<file path="src/rtl/thermal_palette_mapper_defines.svh">
`ifndef THERMAL_PALETTE_MAPPER_DEFINES_SVH
`define THERMAL_PALETTE_MAPPER_DEFINES_SVH

// same-cycle implication
`define TPM_ASSERT_IMPLY(lbl, clk, rst, ante, cons) \
   lbl: assert property (@(posedge clk) disable iff (rst) (ante) |-> (cons)) \
      else $error("implication failed");

// next-cycle implication
`define TPM_ASSERT_NEXT(lbl, clk, rst, ante, cons) \
   lbl: assert property (@(posedge clk) disable iff (rst) (ante) |=> (cons)) \
      else $error("next-cycle implication failed");

`endif

</file>
<file path="src/rtl/tpm_pkg.sv">
`timescale 1ns / 1ps

package tpm_pkg;

   localparam int WAYPOINT_COUNT = 6;
   localparam int SEG_COUNT      = WAYPOINT_COUNT - 1;
   localparam int SEG_W          = (SEG_COUNT > 1) ? $clog2(SEG_COUNT) : 1;
   localparam int WP_W           = $clog2(WAYPOINT_COUNT);
   localparam int CH_COUNT       = 3;

   localparam int RAW_W          = 16;
   localparam int CH_W           = 8;
   localparam int NUM_W          = RAW_W + CH_W;
   localparam int RECIP_SHIFT    = 24;
   localparam int RECIP_W        = RECIP_SHIFT + 1;
   localparam int PROD_W         = RECIP_W + NUM_W;
   localparam int MIX_W          = 2 * CH_W;

   localparam int QUEUE_DEPTH    = 2;
   localparam int QPTR_W         = 1;
   localparam int QCNT_W         = 2;

   localparam int ADDR_W         = 3;
   localparam int DATA_W         = 32;
   localparam logic [ADDR_W-3:0] REG_PALETTE_MODE = '0;

   localparam logic [CH_W-1:0] CH_MAX = '1;

   typedef enum logic {
      MODE_GRAY = 1'b0,
      MODE_IRON = 1'b1
   } palette_mode_type;

   typedef struct packed {
      logic [RAW_W-1:0] pixel_raw;
      logic             frame_end_in;
   } tpm_req_type;

   typedef struct packed {
      logic [CH_W-1:0] red;
      logic [CH_W-1:0] green;
      logic [CH_W-1:0] blue;
      logic            frame_end_out;
   } tpm_rsp_type;

   typedef struct packed {
      logic             gray;
      logic [CH_W-1:0]  gray_level;
      logic [SEG_W-1:0] seg;
      logic [RAW_W-1:0] offset;
      logic             frame_end;
   } tpm_item_type;

   typedef struct packed {
      logic full;
      logic empty;
   } tpm_q_status_type;

   typedef logic [RAW_W-1:0]   level_tab_type [WAYPOINT_COUNT];
   typedef logic [CH_W-1:0]    color_tab_type [CH_COUNT][WAYPOINT_COUNT];
   typedef logic [RAW_W-1:0]   span_tab_type  [SEG_COUNT];
   typedef logic [RECIP_W-1:0] recip_tab_type [SEG_COUNT];

   localparam level_tab_type WP_LEVEL = '{
      16'd29500, 16'd29900, 16'd30300, 16'd30700, 16'd31100, 16'd31500
   };

   // red, green, blue rows
   localparam color_tab_type WP_COLOR = '{
      '{8'd0,  8'd0,   8'd180, 8'd255, 8'd255, 8'd255},
      '{8'd0,  8'd0,   8'd0,   8'd0,   8'd200, 8'd255},
      '{8'd80, 8'd200, 8'd100, 8'd0,   8'd0,   8'd255}
   };

   function automatic span_tab_type make_span();
      span_tab_type s;
      for (int k = 0; k < SEG_COUNT; k++) begin
         s[k] = WP_LEVEL[k+1] - WP_LEVEL[k];
      end
      return s;
   endfunction

   localparam span_tab_type SEG_SPAN = make_span();

   // floor(2^RECIP_SHIFT / span) per segment
   localparam recip_tab_type SEG_RECIP = '{
      RECIP_W'((64'd1 << RECIP_SHIFT) / SEG_SPAN[0]),
      RECIP_W'((64'd1 << RECIP_SHIFT) / SEG_SPAN[1]),
      RECIP_W'((64'd1 << RECIP_SHIFT) / SEG_SPAN[2]),
      RECIP_W'((64'd1 << RECIP_SHIFT) / SEG_SPAN[3]),
      RECIP_W'((64'd1 << RECIP_SHIFT) / SEG_SPAN[4])
   };

endpackage

</file>
<file path="src/rtl/tpm_front.sv">
`timescale 1ns / 1ps

module tpm_front (
   input  logic                       clock,
   input  logic                       reset,
   input  tpm_pkg::palette_mode_type  mode,
   input  logic                       req_valid,
   output logic                       req_ready,
   input  tpm_pkg::tpm_req_type       req_payload,
   input  tpm_pkg::tpm_q_status_type  q_status,
   output logic                       push,
   output tpm_pkg::tpm_item_type      push_item
);
   import tpm_pkg::*;

   logic             hold_v_ff;
   tpm_item_type     hold_item_ff;
   tpm_item_type     item_in;
   logic [RAW_W-1:0] raw;
   logic [SEG_W-1:0] seg;

   assign req_ready = !hold_v_ff || !q_status.full;
   assign push      = hold_v_ff && !q_status.full;
   assign push_item = hold_item_ff;

   // segment search and offset from its lower waypoint
   always_comb begin
      raw = req_payload.pixel_raw;
      seg = SEG_W'(SEG_COUNT - 1);
      for (int k = SEG_COUNT - 1; k >= 0; k--) begin
         if (raw <= WP_LEVEL[k+1]) begin
            seg = SEG_W'(k);
         end
      end
      item_in.gray       = (mode == MODE_GRAY);
      item_in.gray_level = raw[RAW_W-1 -: CH_W];
      item_in.frame_end  = req_payload.frame_end_in;
      priority if (raw <= WP_LEVEL[0]) begin
         item_in.seg    = '0;
         item_in.offset = '0;
      end else if (raw >= WP_LEVEL[WAYPOINT_COUNT-1]) begin
         item_in.seg    = SEG_W'(SEG_COUNT - 1);
         item_in.offset = SEG_SPAN[SEG_COUNT-1];
      end else begin
         item_in.seg    = seg;
         item_in.offset = raw - WP_LEVEL[WP_W'(seg)];
      end
   end

   always_ff @(posedge clock) begin
      if (reset) begin
         hold_v_ff <= 1'b0;
      end else if (req_ready) begin
         hold_v_ff <= req_valid;
      end
   end

   always_ff @(posedge clock) begin
      if (req_valid && req_ready) begin
         hold_item_ff <= item_in;
      end
   end

endmodule

</file>
<file path="src/rtl/tpm_queue.sv">
`timescale 1ns / 1ps

module tpm_queue (
   input  logic                       clock,
   input  logic                       reset,
   input  logic                       push,
   input  tpm_pkg::tpm_item_type      push_item,
   input  logic                       pop,
   output tpm_pkg::tpm_item_type      pop_item,
   output tpm_pkg::tpm_q_status_type  q_status
);
   import tpm_pkg::*;

   tpm_item_type      entry_ff [QUEUE_DEPTH];
   logic [QPTR_W-1:0] wr_ptr_ff;
   logic [QPTR_W-1:0] rd_ptr_ff;
   logic [QCNT_W-1:0] count_ff;
   logic [QCNT_W-1:0] count_in;

   assign q_status.full  = (count_ff == QCNT_W'(QUEUE_DEPTH));
   assign q_status.empty = (count_ff == '0);
   assign pop_item       = entry_ff[rd_ptr_ff];

   always_comb begin
      count_in = count_ff + QCNT_W'(push) - QCNT_W'(pop);
   end

   always_ff @(posedge clock) begin
      if (reset) begin
         wr_ptr_ff <= '0;
         rd_ptr_ff <= '0;
         count_ff  <= '0;
      end else begin
         if (push) begin
            wr_ptr_ff <= wr_ptr_ff + QPTR_W'(1);
         end
         if (pop) begin
            rd_ptr_ff <= rd_ptr_ff + QPTR_W'(1);
         end
         count_ff <= count_in;
      end
   end

   always_ff @(posedge clock) begin
      if (push) begin
         entry_ff[wr_ptr_ff] <= push_item;
      end
   end

endmodule

</file>
<file path="src/rtl/tpm_back.sv">
`timescale 1ns / 1ps

module tpm_back (
   input  logic                       clock,
   input  logic                       reset,
   input  tpm_pkg::tpm_q_status_type  q_status,
   output logic                       pop,
   input  tpm_pkg::tpm_item_type      pop_item,
   output logic                       rsp_valid,
   input  logic                       rsp_ready,
   output tpm_pkg::tpm_rsp_type       rsp_payload
);
   import tpm_pkg::*;

   typedef struct packed {
      logic            gray;
      logic [CH_W-1:0] gray_level;
      logic            frame_end;
   } tag_type;

   typedef struct packed {
      tag_type           tag;
      logic [SEG_W-1:0]  seg;
      logic [NUM_W-1:0]  num;
      logic [PROD_W-1:0] prod;
   } s1_type;

   typedef struct packed {
      tag_type          tag;
      logic [SEG_W-1:0] seg;
      logic [CH_W-1:0]  q_est;
      logic [NUM_W-1:0] rem;
   } s2_type;

   typedef struct packed {
      tag_type          tag;
      logic [SEG_W-1:0] seg;
      logic [CH_W-1:0]  t;
   } s3_type;

   typedef struct packed {
      tag_type                         tag;
      logic [CH_COUNT-1:0][MIX_W-1:0]  mix;
   } s4_type;

   logic        advance;
   logic [3:0]  v_ff;
   logic        out_v_ff;
   s1_type      s1_ff, s1_in;
   s2_type      s2_ff, s2_in;
   s3_type      s3_ff, s3_in;
   s4_type      s4_ff, s4_in;
   tpm_rsp_type rsp_ff, rsp_in;
   logic [RAW_W-1:0] span2;
   logic [RAW_W-1:0] span3;
   logic [WP_W-1:0]  wp_lo;
   logic [WP_W-1:0]  wp_hi;
   logic [CH_COUNT-1:0][CH_W-1:0] chan;
   logic [MIX_W-1:0] rounded [CH_COUNT];

   assign advance     = !out_v_ff || rsp_ready;
   assign pop         = advance && !q_status.empty;
   assign rsp_valid   = out_v_ff;
   assign rsp_payload = rsp_ff;

   // offset * 255, then times the segment reciprocal
   always_comb begin
      s1_in.tag.gray       = pop_item.gray;
      s1_in.tag.gray_level = pop_item.gray_level;
      s1_in.tag.frame_end  = pop_item.frame_end;
      s1_in.seg            = pop_item.seg;
      s1_in.num  = {pop_item.offset, CH_W'(0)} - NUM_W'(pop_item.offset);
      s1_in.prod = PROD_W'(s1_in.num) * PROD_W'(SEG_RECIP[pop_item.seg]);
   end

   // quotient estimate and remainder
   always_comb begin
      span2        = SEG_SPAN[s1_ff.seg];
      s2_in.tag    = s1_ff.tag;
      s2_in.seg    = s1_ff.seg;
      s2_in.q_est  = s1_ff.prod[RECIP_SHIFT +: CH_W];
      s2_in.rem    = s1_ff.num - NUM_W'(NUM_W'(s2_in.q_est) * NUM_W'(span2));
   end

   // one correction step gives the weight
   always_comb begin
      span3     = SEG_SPAN[s2_ff.seg];
      s3_in.tag = s2_ff.tag;
      s3_in.seg = s2_ff.seg;
      s3_in.t   = s2_ff.q_est
                + CH_W'((s2_ff.rem >= NUM_W'(span3)) && (span3 != '0));
   end

   // a*(255-t) + b*t per channel
   always_comb begin
      wp_lo     = WP_W'(s3_ff.seg);
      wp_hi     = wp_lo + WP_W'(1);
      s4_in.tag = s3_ff.tag;
      for (int c = 0; c < CH_COUNT; c++) begin
         s4_in.mix[c] = MIX_W'(MIX_W'(WP_COLOR[c][wp_lo]) * MIX_W'(CH_MAX - s3_ff.t))
                      + MIX_W'(MIX_W'(WP_COLOR[c][wp_hi]) * MIX_W'(s3_ff.t));
      end
   end

   // divide by 255 as (x + (x >> 8) + 1) >> 8
   always_comb begin
      for (int c = 0; c < CH_COUNT; c++) begin
         rounded[c] = s4_ff.mix[c] + (s4_ff.mix[c] >> CH_W) + MIX_W'(1);
         if (s4_ff.tag.gray) begin
            chan[c] = s4_ff.tag.gray_level;
         end else begin
            chan[c] = rounded[c][MIX_W-1 -: CH_W];
         end
      end
      rsp_in.red           = chan[0];
      rsp_in.green         = chan[1];
      rsp_in.blue          = chan[2];
      rsp_in.frame_end_out = s4_ff.tag.frame_end;
   end

   always_ff @(posedge clock) begin
      if (reset) begin
         v_ff     <= '0;
         out_v_ff <= 1'b0;
      end else if (advance) begin
         v_ff     <= {v_ff[2:0], pop};
         out_v_ff <= v_ff[3];
      end
   end

   always_ff @(posedge clock) begin
      if (advance) begin
         s1_ff  <= s1_in;
         s2_ff  <= s2_in;
         s3_ff  <= s3_in;
         s4_ff  <= s4_in;
         rsp_ff <= rsp_in;
      end
   end

endmodule

</file>
<file path="src/rtl/thermal_palette_mapper.sv">
// Thermal pixel colorizer. Each request carries one 16-bit raw pixel and an end-of-frame
// flag and yields one 8-bit red, green, blue response in request order, with the flag
// copied. Register palette_mode at byte address 0 selects grayscale (0, the reset value,
// high byte on all channels) or the fixed six-waypoint iron ramp (1); write it only while
// no request is in flight. The block takes one request every cycle and returns one
// response every cycle for as long as the response side is ready; that figure is set by
// the back pipeline, which moves all its stages together. When nothing stalls, an accepted
// request is registered in the front classifier, written into the two-entry queue and then
// passes the back pipeline registers (reciprocal multiply, remainder, correction, channel
// blend, and divide by 255 into the output register) before its response is offered.
`timescale 1ns / 1ps
`include "thermal_palette_mapper_defines.svh"

module thermal_palette_mapper (
   input  logic                         clock,
   input  logic                         reset,
   input  logic                         req_valid,
   output logic                         req_ready,
   input  tpm_pkg::tpm_req_type         req_payload,
   output logic                         rsp_valid,
   input  logic                         rsp_ready,
   output tpm_pkg::tpm_rsp_type         rsp_payload,
   input  logic                         psel,
   input  logic                         penable,
   input  logic                         pwrite,
   input  logic [tpm_pkg::ADDR_W-1:0]   paddr,
   input  logic [tpm_pkg::DATA_W-1:0]   pwdata,
   output logic [tpm_pkg::DATA_W-1:0]   prdata,
   output logic                         pready
);
   import tpm_pkg::*;

   palette_mode_type mode_ff;
   palette_mode_type mode_in;
   logic             reg_hit;
   logic             q_push;
   logic             q_pop;
   tpm_item_type     q_push_item;
   tpm_item_type     q_pop_item;
   tpm_q_status_type q_status;

   assign pready  = 1'b1;
   assign reg_hit = (paddr[ADDR_W-1:2] == REG_PALETTE_MODE);

   always_comb begin
      mode_in = mode_ff;
      if (psel && penable && pwrite && pready && reg_hit) begin
         mode_in = palette_mode_type'(pwdata[0]);
      end
      if (reg_hit) begin
         prdata = DATA_W'(mode_ff);
      end else begin
         prdata = '0;
      end
   end

   always_ff @(posedge clock) begin
      if (reset) begin
         mode_ff <= MODE_GRAY;
      end else begin
         mode_ff <= mode_in;
      end
   end

   tpm_front u_front (
      .clock       (clock),
      .reset       (reset),
      .mode        (mode_ff),
      .req_valid   (req_valid),
      .req_ready   (req_ready),
      .req_payload (req_payload),
      .q_status    (q_status),
      .push        (q_push),
      .push_item   (q_push_item)
   );

   tpm_queue u_queue (
      .clock     (clock),
      .reset     (reset),
      .push      (q_push),
      .push_item (q_push_item),
      .pop       (q_pop),
      .pop_item  (q_pop_item),
      .q_status  (q_status)
   );

   tpm_back u_back (
      .clock       (clock),
      .reset       (reset),
      .q_status    (q_status),
      .pop         (q_pop),
      .pop_item    (q_pop_item),
      .rsp_valid   (rsp_valid),
      .rsp_ready   (rsp_ready),
      .rsp_payload (rsp_payload)
   );

   `TPM_ASSERT_IMPLY(a_push_not_full, clock, reset, q_push, !q_status.full)
   `TPM_ASSERT_IMPLY(a_pop_not_empty, clock, reset, q_pop, !q_status.empty)
   `TPM_ASSERT_NEXT(a_queue_drains, clock, reset, q_status.full && q_pop && !q_push, !q_status.full)

endmodule

</file>
<file path="config.mk">
export PLATFORM = sky130hd
export DESIGN_NAME = thermal_palette_mapper
export DESIGN_NICKNAME = d
export VERILOG_FILES = /design/src/rtl/tpm_pkg.sv /design/src/rtl/tpm_front.sv /design/src/rtl/tpm_queue.sv /design/src/rtl/tpm_back.sv /design/src/rtl/thermal_palette_mapper.sv
export VERILOG_INCLUDE_DIRS = /design/src /design/src/rtl
export SDC_FILE = /design/constraint.sdc
export NUM_CORES = 2
export LEC_CHECK = 0
export ABC_CLOCK_PERIOD_IN_PS = 10500
export BUFFER_PORTS_ARGS = -buffer_cell sky130_fd_sc_hd__buf_2
export CAP_MARGIN = 0
export CORE_MARGIN = 2
export CORE_UTILIZATION = 50
export CTS_BUF_LIST = sky130_fd_sc_hd__clkbuf_8
export DETAILED_ROUTE_END_ITERATION = 8
export GPL_TIMING_DRIVEN = 0
export PLACE_DENSITY = 0.77
export SETUP_SLACK_MARGIN = 0.1
export SYNTH_ARGS = -nofsm -noshare
export SYNTH_HDL_FRONTEND = slang
export SYNTH_SLANG_ARGS = --single-unit
</file>
<file path="constraint.sdc">
create_clock -name clock -period 10.5 [get_ports clock]
set_input_delay 1.05 -clock clock [delete_from_list [all_inputs] [get_ports clock]]
set_output_delay 1.05 -clock clock [all_outputs]
set_load 0.01 [all_outputs]
</file>
==> impl.org <==
** STA
- Maximum achievable frequency :: between 100 and 150 MHz
- Of the available clock period, the critical path in the final layout requires 0.921.
- The count of final max-slew check failures is 0.
- At the pin with the least slew margin, the transition time is roughly 1200 ps.
- Final sum of negative setup slack :: 0 ps
- Final count of negative-setup-slack endpoints :: 0
- Slew margin rel. :: 0.174
- Worst clock skew on the final layout :: between 15 and 20 ps
- Post-layout min period :: between 9000 and 10,000 ps
- The final hold violation count came to 0.
- Setup repair after global routing left no endpoint under its margin.

** Floorplan
- After floorplanning, the core was sized to cover roughly 0.061 mm2.
- Die outline width :: roughly 250 um
- Placement Rows :: 90
- Number of ports placed on the die boundary :: 119
- For this configuration, the core starts out at a cell density of 0.508.
- The die covers about 0.064 mm2.
- In this run the vertical extent of the chip is about 250 um.

** GRT
- Entering global routing, the biggest net connects ~100 pins.
- Number of antenna violations at the first check in global routing :: 1
- Global Route met1 Usage :: 0.255
- Met2 layer usage reported by global route :: 0.352
- Number of global-route vias before repair :: roughly 20,000
- Gr busiest metal :: met2
- Met3 track demand over resource :: 0.0236
- Wire length of the first global-routing pass :: about 100 mm
- For this run, the total global-route usage over all layers was measured as 0.198.
- Global route overflow :: 0

** Detailed routing
- Overall via count from detail_route :: ~19,000
- Pre-Repair DR Iteration Count :: 5
- Iteration-0 DRC Markers :: 949
- DR WL/cell :: 16.2 um
- Via density :: around 5.1
- Once detail routing completed, the nets flagged for antenna violations numbered 0.
- Total DRC errors in the routed layout :: 0
- The final layout contains routed wiring with a total length of 59.7 mm.

** Worst setup path
- Highest net fanout along the worst path :: 10
- Crit path DAT :: about 10,000 ps
- Among the stages of the critical path, the cell type that occurs most often is fa_1.
- Buffers and inverters on the worst path :: 4
- Among cell families on the critical path, the largest total delay comes from adder cells.
- Setup Crit Path Kind :: reg2reg
- For this design, the slowest cell found on the critical path is xor2_1.
- STA classifies the critical path startpoint as a flop.
- STA classifies the critical path endpoint as a flop.
- Data required time at the worst endpoint :: between 10,000 and 15,000 ps
- CP max stage delay :: approximately 700 ps

** Worst hold path
- HP Class :: reg2reg

** Synth
- Synthesized flop and latch total :: 283
- Netlist area before placement :: around 0.03 mm2
- Synth Warn # :: 0
- The most used flip-flop cell after synthesis is edfxtp_1.
- Count of flip-flops with a built-in enable after synthesis :: between 200 and 300
- Averaged over all synthesized cells, the footprint is 11.3 um2.
- The netlist uses 82 different library cells.
- Share of synthesized area occupied by flip-flops and latches :: 0.272
- Cells after synthesis :: about 2,700
- Share of synthesized flip-flops with an asynchronous set or reset :: 0

** CTS
- Sink Count :: ~280
- Buffer depth of the longest clock path :: 3
- # hold bufs at CTS :: 0
- After clock tree synthesis, the clock-pin slew on the worst setup and hold paths is roughly 60 ps.
- Clk root buf :: clkbuf_8
- TritonCTS clock tree :: done
- The H-tree was split into 2 levels.
- Post-CTS setup-driven buffer insertion count :: 0
- Num CTS Buffers :: 47
- For the worst-skew pair, the clock arrives at the later sink with an insertion delay of about 630 ps.
- Post_cts resized :: 0

** Layout
- Layout Area Growth over Synthesis :: 7.67%
- Most frequent cells in the layout :: inv_1 (680), fa_1 (431), ha_1 (429)
- In the final layout, the share of cells above drive strength 1 is 0.0841.
- Leaving out fill and tap cells, the most frequent cell in the layout is inv_1.
- Net count, final :: 3,784

** Placement
- The HPWL after detailed placement is approximately 50 mm.
- Routability-driven placement finished with a final weighted congestion of 0.934.
- In this run the tool buffered the top-level ports with 53 buffer cells.

** Outcome
- The flow ran to the end, and the final reports show no timing, DRC or antenna violations.

** Flow run
- The tool flagged a number of max-cap violations equal to 0.
[stage by stage]
stage           util  area [um2]  setup slack (ps)  instances  hold WS (ps)
2_1_floorplan      -       30900              2280       2761           400
3_3_place_gp   0.531       32200               984       3596           401
3_5_place_dp   0.532       32300               964       3598           405
4_1_cts        0.547       33200               871       3682           417
5_1_grt        0.547       33200               353       3683           425
6_report       0.547       33200               829       3684           419
[worst register-to-register path, delay by kind of cell, from the launching register on]
family                     cells  cell delay, ps
xor gates and xnor gates       2             770
muxes                          1             410
and+or+nand+nor                5             990
DFF                            1             390
adders and majority gates      9            4130
AOI/OAI and AO/OA              9            1640
buffers and inverters          4            1090
[worst paths after layout]
kind	slack, ps	to	from	cells past startpoint
max	830	u_back.s1_ff[30]$_DFFE_PP_	flop	30
min	420	u_back.s4_ff[57]$_DFFE_PP_	u_back.s3_ff[20]$_DFFE_PP_	0
max reg2reg	830	u_back.s1_ff[30]$_DFFE_PP_	flop	30
min reg2reg	420	u_back.s4_ff[57]$_DFFE_PP_	u_back.s3_ff[20]$_DFFE_PP_	0
[flip-flops by register name, indices dropped and copies added, names as in the netlist, 2 cells and up, named ones only]
signal,flops
u_queue.count_ff,2
u_back.wp_lo,3
u_back.s3_ff,18
u_back.v_ff,4
u_back.s1_ff,41
u_front.push_item,29
u_back.s4_ff,55
u_back.rsp_payload,25
u_queue.entry_ff,58
u_back.s2_ff,41
[kinds of logic (layout without fill, tap and decap cells)]
logic type,after synthesis,after routing,share of synthesized area
flops,283,283,0.272
buf+inv,730,869,0.0935
mux,34,34,0.0122
fa+ha+maj,860,860,0.454
other cells,2,38,0.000244
simple gates,442,442,0.0746
compound gates,249,249,0.0562
xor+xnor,127,127,0.0368
[area by class of cell]
cell class              count  area, um2
diodes                      2       5.00
repair buffers             55        320
inverters                 670       2520
well taps                 782        978
clock inverters            37        254
plain buffers              60        365
fillers                  5055      27400
clock buffers              47        647
flip-flops and latches    283       8380
multi-input cells        1748      19700
[Yosys cell counts, drive strengths merged, types with 4 or more instances]
| library cell | number | share of area |
|---|---|---|
| a2111oi | 6 | 0.0023 |
| a211oi | 5 | 0.0012 |
| a21boi | 9 | 0.0022 |
| a21o | 21 | 0.0051 |
| a21oi | 59 | 0.0097 |
| a31o | 4 | 0.0011 |
| a31oi | 11 | 0.0022 |
| and2 | 43 | 0.0087 |
| and3 | 10 | 0.0020 |
| buf | 39 | 0.0093 |
| clkbuf | 21 | 0.0026 |
| dfxtp | 12 | 0.0078 |
| edfxtp | 271 | 0.26 |
| fa | 431 | 0.28 |
| ha | 429 | 0.17 |
| inv | 670 | 0.082 |
| mux2 | 18 | 0.0066 |
| mux2i | 16 | 0.0056 |
| nand2 | 62 | 0.0076 |
| nand2b | 13 | 0.0026 |
| nand3 | 30 | 0.0049 |
| nand4 | 13 | 0.0026 |
| nor2 | 122 | 0.015 |
| nor2b | 28 | 0.0057 |
| nor3 | 41 | 0.0073 |
| nor3b | 8 | 0.0025 |
| nor4 | 5 | 0.0012 |
| o2111ai | 5 | 0.0014 |
| o211ai | 4 | 0.0011 |
| o21a | 35 | 0.0085 |
| o21ai | 47 | 0.0079 |
| o21bai | 9 | 0.0022 |
| o311ai | 4 | 0.0011 |
| o31a | 4 | 0.0011 |
| o31ai | 5 | 0.0017 |
| or2 | 42 | 0.0085 |
| or3 | 13 | 0.0028 |
| xnor2 | 87 | 0.025 |
| xor2 | 40 | 0.012 |
[routing by layer]
metal	wire, um	share of wire
met3	2290	0.038
met2	30700	0.51
met4	1590	0.027
met1	25100	0.42
met5	0	0
Power is left out: the tool's default activity adds up to more than one toggle a clock period on the data nets, which glitch-free logic cannot reach.
